File: config.mk
export PLATFORM = sky130hd
export DESIGN_NAME = priority_process_scheduler_top
export DESIGN_NICKNAME = d
export VERILOG_FILES = /design/src/rtl/core/pps_pkg.sv /design/src/rtl/core/pps_ram.sv /design/src/rtl/core/priority_process_scheduler_top.sv
export SDC_FILE = /design/constraint.sdc
export NUM_CORES = 2
export LEC_CHECK = 0
export BUFFER_PORTS_ARGS = -buffer_cell sky130_fd_sc_hd__buf_2
export CAP_MARGIN = 20
export CORE_ASPECT_RATIO = 2
export CORE_MARGIN = 1
export CORE_UTILIZATION = 48
export CTS_CLUSTER_SIZE = 14
export DETAILED_ROUTE_END_ITERATION = 8
export HOLD_SLACK_MARGIN = 0.15
export SYNTH_ARGS = -nofsm -noshare
export SYNTH_HDL_FRONTEND = slang
export SYNTH_SLANG_ARGS = --single-unit
File: constraint.sdc
create_clock -name clock -period 7 [get_ports clock]
set_input_delay 0.35 -clock clock [delete_from_list [all_inputs] [get_ports clock]]
set_output_delay 0.35 -clock clock [all_outputs]
set_load 0.01 [all_outputs]
File: src/rtl/core/pps_pkg.sv
`timescale 1ns / 1ps

package pps_pkg;

   // Default size of the job table.
   localparam int SLOTS_DEFAULT = 16;

   // Field widths of the request and response items.
   localparam int FUNC_W       = 2;
   localparam int SLOT_FIELD_W = 4;
   localparam int ID_W         = 8;
   localparam int ARR_W        = 16;
   localparam int BURST_W      = 16;
   localparam int PRIO_W       = 8;
   localparam int TIME_W       = 32;

   // Stream bus widths; the tdata widths are padded to whole bytes.
   localparam int REQ_TDATA_W = 56;
   localparam int REQ_TUSER_W = FUNC_W;
   localparam int RSP_TDATA_W = 144;
   localparam int RSP_TUSER_W = 2;

   // Request function codes.
   localparam logic [FUNC_W-1:0] FUNC_LOAD  = 2'd0;
   localparam logic [FUNC_W-1:0] FUNC_TICK  = 2'd1;
   localparam logic [FUNC_W-1:0] FUNC_CLEAR = 2'd2;

   // Register port geometry; the word index sits above the byte offset.
   localparam int CSR_ADDR_W = 3;
   localparam int CSR_DATA_W = 32;
   localparam logic CSR_MODE_WORD = 1'b0;

   // One job table entry as it is held in the slot memory.
   typedef struct packed {
      logic [ID_W-1:0]    id;
      logic [ARR_W-1:0]   arrival;
      logic [BURST_W-1:0] burst;
      logic [PRIO_W-1:0]  prio;
      logic [BURST_W-1:0] remaining;
   } slot_entry_type;

   localparam int ENTRY_W = $bits(slot_entry_type);

endpackage

File: src/rtl/core/pps_ram.sv
`timescale 1ns / 1ps

module pps_ram #(
   parameter int WIDTH = 64,
   parameter int DEPTH = 16
) (
   input  logic                     clock,
   input  logic                     wr_en,
   input  logic [$clog2(DEPTH)-1:0] wr_addr,
   input  logic [WIDTH-1:0]         wr_data,
   input  logic                     rd_en,
   input  logic [$clog2(DEPTH)-1:0] rd_addr,
   output logic [WIDTH-1:0]         rd_data
);

   logic [WIDTH-1:0] mem_ff [DEPTH];
   logic [WIDTH-1:0] rd_data_ff;

   // One write port and one registered read port.
   always_ff @(posedge clock) begin
      if (wr_en) begin
         mem_ff[wr_addr] <= wr_data;
      end
      if (rd_en) begin
         rd_data_ff <= mem_ff[rd_addr];
      end
   end

   assign rd_data = rd_data_ff;

endmodule

File: src/rtl/core/priority_process_scheduler_top.sv
// Priority process scheduler.
// The req stream carries one command per transfer, selected by req_tuser: load a job
// into a table slot, advance time by one tick, or clear the table and the time.
// Loads, clears and unused codes give no response. A tick gives
// exactly one rsp transfer: the time, the job that ran (or idle), completion figures
// when that job finished, and a flag that every loaded job is done.
// A tick walks the whole table through the single read port of the slot memory, one
// slot per cycle, to find the best eligible job, then reads, updates and writes back
// that one entry and works out turnaround and waiting time on one shared subtractor.
// Its steps are scan, drain, fetch, execute, calc and emit; a held job that simply
// keeps running in non-preemptive mode skips the scan and the drain. req_tready is
// high only between commands. The response sits in an output register, so loads
// and clears are taken while it waits; a later tick that has its own result ready
// holds in its last step until rsp_tready frees the register. The preemptive_mode
// register lies at byte address 0 and must be written only while idle by the user;
// the block itself does not enforce it. Reset empties the table, zeroes the time
// and the mode, and drops any response. Slot memory contents need no clearing;
// only the valid and done bits are reset.
`timescale 1ns / 1ps

module priority_process_scheduler_top #(
   parameter int SLOTS = pps_pkg::SLOTS_DEFAULT
) (
   input  logic                             clock,
   input  logic                             reset,
   // Request stream.
   input  logic                             req_tvalid,
   output logic                             req_tready,
   // slot[3:0], job_id[11:4], arrival[27:12], burst[43:28], prio[51:44], zero pad
   input  logic [pps_pkg::REQ_TDATA_W-1:0]  req_tdata,
   // func[1:0]
   input  logic [pps_pkg::REQ_TUSER_W-1:0]  req_tuser,
   // Response stream.
   output logic                             rsp_tvalid,
   input  logic                             rsp_tready,
   // tick_time[31:0], running_id[39:32], completion[71:40], turnaround[103:72],
   // waiting[135:104], all_done[136], zero pad
   output logic [pps_pkg::RSP_TDATA_W-1:0]  rsp_tdata,
   // busy_res[0], finished[1]
   output logic [pps_pkg::RSP_TUSER_W-1:0]  rsp_tuser,
   // Register port.
   input  logic                             csr_psel,
   input  logic                             csr_penable,
   input  logic                             csr_pwrite,
   input  logic [pps_pkg::CSR_ADDR_W-1:0]   csr_paddr,
   input  logic [pps_pkg::CSR_DATA_W-1:0]   csr_pwdata,
   output logic [pps_pkg::CSR_DATA_W-1:0]   csr_prdata,
   output logic                             csr_pready
);

   import pps_pkg::*;

   localparam int SW = (SLOTS > 1) ? $clog2(SLOTS) : 1;
   localparam int CW = $clog2(SLOTS + 1);
   localparam int LW = SLOT_FIELD_W + SW;

   typedef enum logic [2:0] {
      ST_IDLE,
      ST_SCAN,
      ST_DRAIN,
      ST_FETCH,
      ST_EXEC,
      ST_CALC,
      ST_EMIT
   } state_type;

   // Control state.
   state_type            state_ff, state_in;
   logic                 mode_ff, mode_in;
   logic [TIME_W-1:0]    now_ff, now_in;
   logic [TIME_W-1:0]    comp_ff, comp_in;
   logic [SLOTS-1:0]     valid_ff, valid_in;
   logic [SLOTS-1:0]     done_ff, done_in;
   logic [CW-1:0]        pending_ff, pending_in;
   logic                 holder_active_ff, holder_active_in;
   logic [SW-1:0]        holder_slot_ff, holder_slot_in;
   logic [SW-1:0]        scan_idx_ff, scan_idx_in;
   logic                 cmp_valid_ff, cmp_valid_in;
   logic [SW-1:0]        cmp_idx_ff, cmp_idx_in;
   logic                 found_ff, found_in;
   logic [SW-1:0]        pick_ff, pick_in;
   logic                 rsp_valid_ff, rsp_valid_in;

   // Working data of the current tick.
   logic [PRIO_W-1:0]    best_prio_ff, best_prio_in;
   logic [ARR_W-1:0]     best_arr_ff, best_arr_in;
   logic [ID_W-1:0]      run_id_ff, run_id_in;
   logic [BURST_W-1:0]   burst_ff, burst_in;
   logic                 fin_ff, fin_in;
   logic [TIME_W-1:0]    turn_ff, turn_in;
   logic [TIME_W-1:0]    wait_ff, wait_in;

   // Response register.
   logic [TIME_W-1:0]    out_time_ff;
   logic                 out_busy_ff;
   logic [ID_W-1:0]      out_id_ff;
   logic                 out_fin_ff;
   logic [TIME_W-1:0]    out_comp_ff;
   logic [TIME_W-1:0]    out_turn_ff;
   logic [TIME_W-1:0]    out_wait_ff;
   logic                 out_done_ff;
   logic                 out_load;

   // Request fields.
   logic [FUNC_W-1:0]    req_func;
   logic [SLOT_FIELD_W-1:0] req_slot;
   logic [ID_W-1:0]      req_job_id;
   logic [ARR_W-1:0]     req_arrival;
   logic [BURST_W-1:0]   req_burst;
   logic [PRIO_W-1:0]    req_prio;
   logic                 req_accept;
   logic [LW-1:0]        slot_wide;
   logic [SW-1:0]        load_idx;
   logic                 load_in_range;
   logic [BURST_W-1:0]   burst_fixed;

   // Slot memory ports.
   logic                 ram_wr_en;
   logic [SW-1:0]        ram_wr_addr;
   slot_entry_type       ram_wr_data;
   logic                 ram_rd_en;
   logic [SW-1:0]        ram_rd_addr;
   logic [ENTRY_W-1:0]   ram_rd_raw;
   slot_entry_type       rd_entry;

   // Scan compare and shared subtractor.
   logic                 arrived;
   logic                 eligible;
   logic                 better;
   logic [BURST_W-1:0]   rem_next;
   logic [TIME_W-1:0]    sub_a;
   logic [TIME_W-1:0]    sub_b;
   logic [TIME_W-1:0]    sub_res;
   logic                 csr_write;

   assign req_func    = req_tuser[FUNC_W-1:0];
   assign req_slot    = req_tdata[3:0];
   assign req_job_id  = req_tdata[11:4];
   assign req_arrival = req_tdata[27:12];
   assign req_burst   = req_tdata[43:28];
   assign req_prio    = req_tdata[51:44];

   assign req_tready    = (state_ff == ST_IDLE);
   assign req_accept    = req_tvalid && req_tready;
   assign slot_wide     = LW'(req_slot);
   assign load_idx      = slot_wide[SW-1:0];
   assign load_in_range = (slot_wide < LW'(SLOTS));
   assign burst_fixed   = (req_burst == '0) ? BURST_W'(1) : req_burst;

   pps_ram #(
      .WIDTH (ENTRY_W),
      .DEPTH (SLOTS)
   ) u_slot_ram (
      .clock   (clock),
      .wr_en   (ram_wr_en),
      .wr_addr (ram_wr_addr),
      .wr_data (ram_wr_data),
      .rd_en   (ram_rd_en),
      .rd_addr (ram_rd_addr),
      .rd_data (ram_rd_raw)
   );

   assign rd_entry = slot_entry_type'(ram_rd_raw);

   // Scan compare: the entry read last cycle against the best one so far.
   assign arrived  = (now_ff[TIME_W-1:ARR_W] != '0) || (rd_entry.arrival <= now_ff[ARR_W-1:0]);
   assign eligible = valid_ff[cmp_idx_ff] && !done_ff[cmp_idx_ff] && arrived;
   assign better   = !found_ff || (rd_entry.prio < best_prio_ff) ||
                     ((rd_entry.prio == best_prio_ff) && (rd_entry.arrival < best_arr_ff));

   // Remaining service after one tick of the picked job.
   assign rem_next = (rd_entry.remaining > BURST_W'(1)) ?
                     (rd_entry.remaining - BURST_W'(1)) : '0;

   // Shared subtractor: turnaround in the execute step, waiting time in the next.
   assign sub_a   = (state_ff == ST_EXEC) ? comp_ff : turn_ff;
   assign sub_b   = (state_ff == ST_EXEC) ? TIME_W'(rd_entry.arrival) : TIME_W'(burst_ff);
   assign sub_res = sub_a - sub_b;

   // Register port.
   assign csr_pready = 1'b1;
   assign csr_write  = csr_psel && csr_penable && csr_pwrite && csr_pready;
   assign csr_prdata = (csr_paddr[2] == CSR_MODE_WORD) ? CSR_DATA_W'(mode_ff) : '0;

   // Sequencer next-state logic.
   always_comb begin
      state_in         = state_ff;
      mode_in          = mode_ff;
      now_in           = now_ff;
      comp_in          = comp_ff;
      valid_in         = valid_ff;
      done_in          = done_ff;
      pending_in       = pending_ff;
      holder_active_in = holder_active_ff;
      holder_slot_in   = holder_slot_ff;
      scan_idx_in      = scan_idx_ff;
      cmp_valid_in     = cmp_valid_ff;
      cmp_idx_in       = cmp_idx_ff;
      found_in         = found_ff;
      pick_in          = pick_ff;
      rsp_valid_in     = rsp_valid_ff;
      best_prio_in     = best_prio_ff;
      best_arr_in      = best_arr_ff;
      run_id_in        = run_id_ff;
      burst_in         = burst_ff;
      fin_in           = fin_ff;
      turn_in          = turn_ff;
      wait_in          = wait_ff;
      out_load         = 1'b0;
      ram_wr_en        = 1'b0;
      ram_wr_addr      = load_idx;
      ram_wr_data      = '{id: req_job_id, arrival: req_arrival, burst: burst_fixed,
                           prio: req_prio, remaining: burst_fixed};
      ram_rd_en        = 1'b0;
      ram_rd_addr      = scan_idx_ff;

      if (csr_write && (csr_paddr[2] == CSR_MODE_WORD)) begin
         mode_in = csr_pwdata[0];
      end

      // The response register frees up on its transfer.
      if (rsp_valid_ff && rsp_tready) begin
         rsp_valid_in = 1'b0;
      end

      unique case (state_ff)
         ST_IDLE: begin
            if (req_accept) begin
               case (req_func)
                  FUNC_LOAD: begin
                     if (load_in_range) begin
                        ram_wr_en = 1'b1;
                        if (!(valid_ff[load_idx] && !done_ff[load_idx])) begin
                           pending_in = pending_ff + CW'(1);
                        end
                        valid_in[load_idx] = 1'b1;
                        done_in[load_idx]  = 1'b0;
                        if (holder_active_ff && (holder_slot_ff == load_idx)) begin
                           holder_active_in = 1'b0;
                        end
                     end
                  end
                  FUNC_TICK: begin
                     comp_in = now_ff + TIME_W'(1);
                     if (!mode_ff && holder_active_ff && valid_ff[holder_slot_ff] &&
                         !done_ff[holder_slot_ff]) begin
                        found_in = 1'b1;
                        pick_in  = holder_slot_ff;
                        state_in = ST_FETCH;
                     end else begin
                        found_in    = 1'b0;
                        scan_idx_in = '0;
                        state_in    = ST_SCAN;
                     end
                  end
                  FUNC_CLEAR: begin
                     valid_in         = '0;
                     done_in          = '0;
                     pending_in       = '0;
                     now_in           = '0;
                     holder_active_in = 1'b0;
                     holder_slot_in   = '0;
                  end
                  default: begin
                  end
               endcase
            end
         end
         ST_SCAN: begin
            ram_rd_en    = 1'b1;
            ram_rd_addr  = scan_idx_ff;
            cmp_valid_in = 1'b1;
            cmp_idx_in   = scan_idx_ff;
            scan_idx_in  = scan_idx_ff + SW'(1);
            if (scan_idx_ff == SW'(SLOTS - 1)) begin
               state_in = ST_DRAIN;
            end
         end
         ST_DRAIN: begin
            cmp_valid_in = 1'b0;
            state_in     = ST_FETCH;
         end
         ST_FETCH: begin
            ram_rd_en   = 1'b1;
            ram_rd_addr = pick_ff;
            state_in    = ST_EXEC;
         end
         ST_EXEC: begin
            fin_in    = 1'b0;
            run_id_in = found_ff ? rd_entry.id : '0;
            burst_in  = rd_entry.burst;
            turn_in   = sub_res;
            if (found_ff) begin
               ram_wr_en             = 1'b1;
               ram_wr_addr           = pick_ff;
               ram_wr_data           = rd_entry;
               ram_wr_data.remaining = rem_next;
               holder_active_in      = 1'b1;
               holder_slot_in        = pick_ff;
               if (rem_next == '0) begin
                  done_in[pick_ff] = 1'b1;
                  holder_active_in = 1'b0;
                  pending_in       = pending_ff - CW'(1);
                  fin_in           = 1'b1;
               end
            end
            state_in = ST_CALC;
         end
         ST_CALC: begin
            wait_in  = sub_res;
            state_in = ST_EMIT;
         end
         ST_EMIT: begin
            if (!rsp_valid_ff || rsp_tready) begin
               out_load     = 1'b1;
               rsp_valid_in = 1'b1;
               now_in       = comp_ff;
               state_in     = ST_IDLE;
            end
         end
         default: begin
            state_in = ST_IDLE;
         end
      endcase

      // Keep the best eligible entry seen during the scan.
      if (cmp_valid_ff && eligible && better) begin
         found_in     = 1'b1;
         pick_in      = cmp_idx_ff;
         best_prio_in = rd_entry.prio;
         best_arr_in  = rd_entry.arrival;
      end
   end

   // State and control registers.
   always_ff @(posedge clock) begin
      if (reset) begin
         state_ff         <= ST_IDLE;
         mode_ff          <= 1'b0;
         now_ff           <= '0;
         valid_ff         <= '0;
         done_ff          <= '0;
         pending_ff       <= '0;
         holder_active_ff <= 1'b0;
         holder_slot_ff   <= '0;
         scan_idx_ff      <= '0;
         cmp_valid_ff     <= 1'b0;
         found_ff         <= 1'b0;
         pick_ff          <= '0;
         rsp_valid_ff     <= 1'b0;
      end else begin
         state_ff         <= state_in;
         mode_ff          <= mode_in;
         now_ff           <= now_in;
         valid_ff         <= valid_in;
         done_ff          <= done_in;
         pending_ff       <= pending_in;
         holder_active_ff <= holder_active_in;
         holder_slot_ff   <= holder_slot_in;
         scan_idx_ff      <= scan_idx_in;
         cmp_valid_ff     <= cmp_valid_in;
         found_ff         <= found_in;
         pick_ff          <= pick_in;
         rsp_valid_ff     <= rsp_valid_in;
      end
   end

   // Working data and response payload.
   always_ff @(posedge clock) begin
      comp_ff      <= comp_in;
      cmp_idx_ff   <= cmp_idx_in;
      best_prio_ff <= best_prio_in;
      best_arr_ff  <= best_arr_in;
      run_id_ff    <= run_id_in;
      burst_ff     <= burst_in;
      fin_ff       <= fin_in;
      turn_ff      <= turn_in;
      wait_ff      <= wait_in;
      if (out_load) begin
         out_time_ff <= now_ff;
         out_busy_ff <= found_ff;
         out_id_ff   <= run_id_ff;
         out_fin_ff  <= fin_ff;
         out_comp_ff <= fin_ff ? comp_ff : '0;
         out_turn_ff <= fin_ff ? turn_ff : '0;
         out_wait_ff <= fin_ff ? wait_ff : '0;
         out_done_ff <= (pending_ff == '0);
      end
   end

   assign rsp_tvalid = rsp_valid_ff;
   assign rsp_tdata  = {7'b0, out_done_ff, out_wait_ff, out_turn_ff, out_comp_ff,
                        out_id_ff, out_time_ff};
   assign rsp_tuser  = {out_fin_ff, out_busy_ff};

   // The count of unfinished jobs never exceeds the table.
   a_pending_bound: assert property (@(posedge clock) disable iff (reset)
      pending_ff <= CW'(SLOTS))
      else $error("unfinished job count exceeds the table size");

   // A held job is always loaded and still unfinished.
   a_holder_live: assert property (@(posedge clock) disable iff (reset)
      holder_active_ff |-> (valid_ff[holder_slot_ff] && !done_ff[holder_slot_ff]))
      else $error("held slot is empty or already done");

   // Only a job that ran can finish.
   a_fin_busy: assert property (@(posedge clock) disable iff (reset)
      (rsp_valid_ff && out_fin_ff) |-> out_busy_ff)
      else $error("finished reported on an idle tick");

   // A tick keeps the sequencer busy, so req_tready drops after it is accepted.
   a_tick_busy: assert property (@(posedge clock) disable iff (reset)
      (req_accept && (req_func == FUNC_TICK)) |=> !req_tready)
      else $error("request taken during a tick");

   // The slot memory is written only by loads or by the execute step.
   a_wr_states: assert property (@(posedge clock) disable iff (reset)
      ram_wr_en |-> ((state_ff == ST_IDLE) || (state_ff == ST_EXEC)))
      else $error("slot memory written outside load or execute");

endmodule

==> results_dict.tcl <==
set metrics [dict create \
    crit_type "flop to flop" \
    min_path_cells 2 \
    tightest_slew_ns 1.10 \
    r2r-start "state_ff[2]" \
    dr.pass1.iters 5 \
    grt_pass1_vias 36400 \
    worstPathRequired_ns 7.48 \
    synth_area_leaders "edfxtp_1 68%, nand2_1 4.7%, a211oi_1 4.2%, and2_1 3.9%, dfxtp_1 2.9%" \
    synth_top_area_share_pct 68.2 \
    end_kind "flop" \
    synth_edf_count 1376 \
    peakVddDrop_mv 0.190 \
    portBuffers 204 \
    period_share_pct 79.5 \
    drv_cap 0 \
    grt_max_degree 196 \
    rsz0062_at_grt "no" \
    cp-startpoint "state_ff[2]" \
    status "finished, final reports clean" \
    postRouteAntennaNets 0 \
    avgSynthCellArea_um2 13.5 \
    antenna_found_initial 3 \
    async_flop_share_pct 0 \
    fmax_mhz 180 \
    cts_root_buf "clkbuf_16" \
    fin_crit_ns 5.57 \
    numCtsBuffers 130 \
    layout.nets 4788 \
    pre_cts_slack_ns 1.47 \
    clock_sinks 1465 \
    start_kind "flop" \
    die_y_um 505 \
    clk_pin_slew_ns 0.07 \
    finClkSkew_ns 0.0223 \
    syn_inst 4493 \
    vias 37200 \
    core_mm2 0.125 \
    clk_latency_ns 0.76 \
    area.growth.synth_to_final_pct 11.2 \
    dieArea_mm2 0.128 \
    p_per_area_mw_per_mm2 263 \
    die_w_um 253 \
    synth_ff_type "edfxtp_1" \
    fill_cells 10400 \
    cts_tree "done" \
    yosys_warnings 0 \
    finalHoldViolCount 0 \
    final_util_pct 53.7 \
    drt_iter0_drc 2931 \
    worstReg2RegEnd "turn_ff[26]" \
    placement_rows 184 \
    fin_tns_setup_ns 0 \
    grt-ovfl-total 0 \
    cp_max_fo 17 \
    regArea_mm2 0.0431 \
    synth.distinct_cells 69 \
    finalInstanceArea_mm2 0.0674 \
    clk_path_buf_depth 3 \
    drive_gt1_share_pct 10.4 \
    wl_mm 152 \
    synth_top_area_cell "edfxtp_1" \
    multi_input_area_mm2 0.0162 \
    synth.cell_area_mm2 0.0606 \
    fin_hold_ws_ns 0.219 \
    worstPathArrival_ns 6.04 \
    dp_hpwl_mm 85.0 \
    maxSlewViolCount 0 \
    timing.slew.headroom_pct 26.5 \
    min-delay-start "reset" \
    cts_setup_buffers 0 \
    drc 0 \
    ys_seq_area_share_pct 71.1 \
    setup_viol 0 \
    track_usage_pct 23.8 \
    r2r_slack_ns 1.43 \
    ios 281 \
    power.leakage_uw 0.0222 \
    min_path_type "primary input to flop" \
    place_congestion 0.870 \
    grt_pass1_wl_mm 226 \
    wl_per_cell_um 23.8 \
    crit_path_end "turn_ff[26]" \
    fin_ws_ns 1.43 \
    vias_per_cell 5.83 \
    placed_area_mm2 0.0634 \
    start_util_pct 48.3 \
    cts_max_level 4 \
    ys_seq_elements 1465 \
    rr_worst_depth 12 \
]
power breakdown:
part	switching, uW	total [uW]	internal [uW]
Clock	3080	6720	3640
Sequential	100	9780	9680
Combinational	846	1200	356
Total	4020	17700	13700
cells in the mapped netlist, types with 30 or more instances:
library cell / number
nand3_1: 30
nor2_1: 139
a211oi_1: 338
mux2i_1: 39
nor3_1: 30
a22oi_1: 46
and2_1: 373
o21ai_0: 47
dfxtp_1: 89
buf_4: 42
inv_1: 57
a311oi_1: 128
edfxtp_1: 1376
nand2_1: 759
clkbuf_1: 245
a21oi_1: 185
ha_1: 62
a31oi_1: 152
xnor2_1: 54
layout make-up:
cell class | count | area share, %
Sequential cell | 1465 | 63.9
Multi-Input combinational cell | 2678 | 24.0
Clock buffer | 166 | 5.20
Tap cell | 1674 | 3.11
Timing Repair Buffer | 291 | 2.87
Clock inverter | 42 | 0.510
Inverter | 59 | 0.332
Antenna cell | 2 | 0.00742
sequential cells by signal (all words and copies together), names as in the netlist, 32 cells and up:
signal,count
out_turn_ff,32
out_wait_ff,32
u_slot_ram.rd_data,64
wait_ff,32
u_slot_ram.mem_ff,1024
out_comp_ff,32
comp_ff,32
now_ff,32
turn_ff,32
out_time_ff,32
cell families after synthesis:
logic type	share of synthesized area (%)
AO/OA/AOI/OAI	11.2
XOR/XNOR	1.13
adder cells (fa/ha/maj)	1.31
buffers and inverters	2.71
flip-flops	71.1
multiplexers	1.09
other	0.0124
AND/OR/NAND/NOR	11.4
what timing repair did:
action / in CTS / in global routing
hold endpoints to repair: 15 / 2
hold buffers: 13 / 1
gates resized for setup: 0 / 0
per-layer routing:
metal	vias to the layer above	share of wire [%]	track usage (%)
met4	4	3.1	8.25
met5	-	0.018	0
met1	18700	38	28.1
met3	268	4.6	3.33
li1	17100	-	-
met2	1115	54	43.6
through the flow:
stage	instances	power (uW)
final	6377	17700
after global routing	6376	18300
after CTS	6372	17800
after detailed placement	6151	11200
after global placement	6151	11100
after floorplan	4530	10800
worst max-delay path, stage by stage (launching register included):
cell and delay, ns:
dfxtp_1 0.64, or3b_2 0.78, o21ai_0 0.31, ha_1 0.23, inv_1 0.07, fa_1 0.45
a21o_1 0.21, a22o_1 0.25, a311o_1 0.47, a222oi_1 0.94, or2b_1 0.43, nor4_1 0.32
o32ai_1 0.15
cells in the final DEF (no fill, tap or decap), types with 54 or more instances in the layout:
master,netlist,layout
xnor2_1,54,54
a211oi_1,338,338
ha_1,62,62
buf_4,42,54
buf_2,27,205
nand2_1,759,758
a311oi_1,128,128
edfxtp_1,1376,1376
a31oi_1,152,152
inv_1,57,57
and2_1,373,372
clkbuf_16,0,133
a21oi_1,185,185
nor2_1,139,123
dfxtp_1,89,89
how the worst min path moves through the flow:
stage                     slack (ns)           end
after CTS                       0.19    now_ff[26]
after detailed placement        0.40  out_id_ff[3]
after floorplan                 0.40  out_id_ff[0]
final                           0.22       mode_ff
after global routing            0.21    now_ff[26]
after global placement          0.40  out_id_ff[3]
Power figures use the tool's default switching activity.
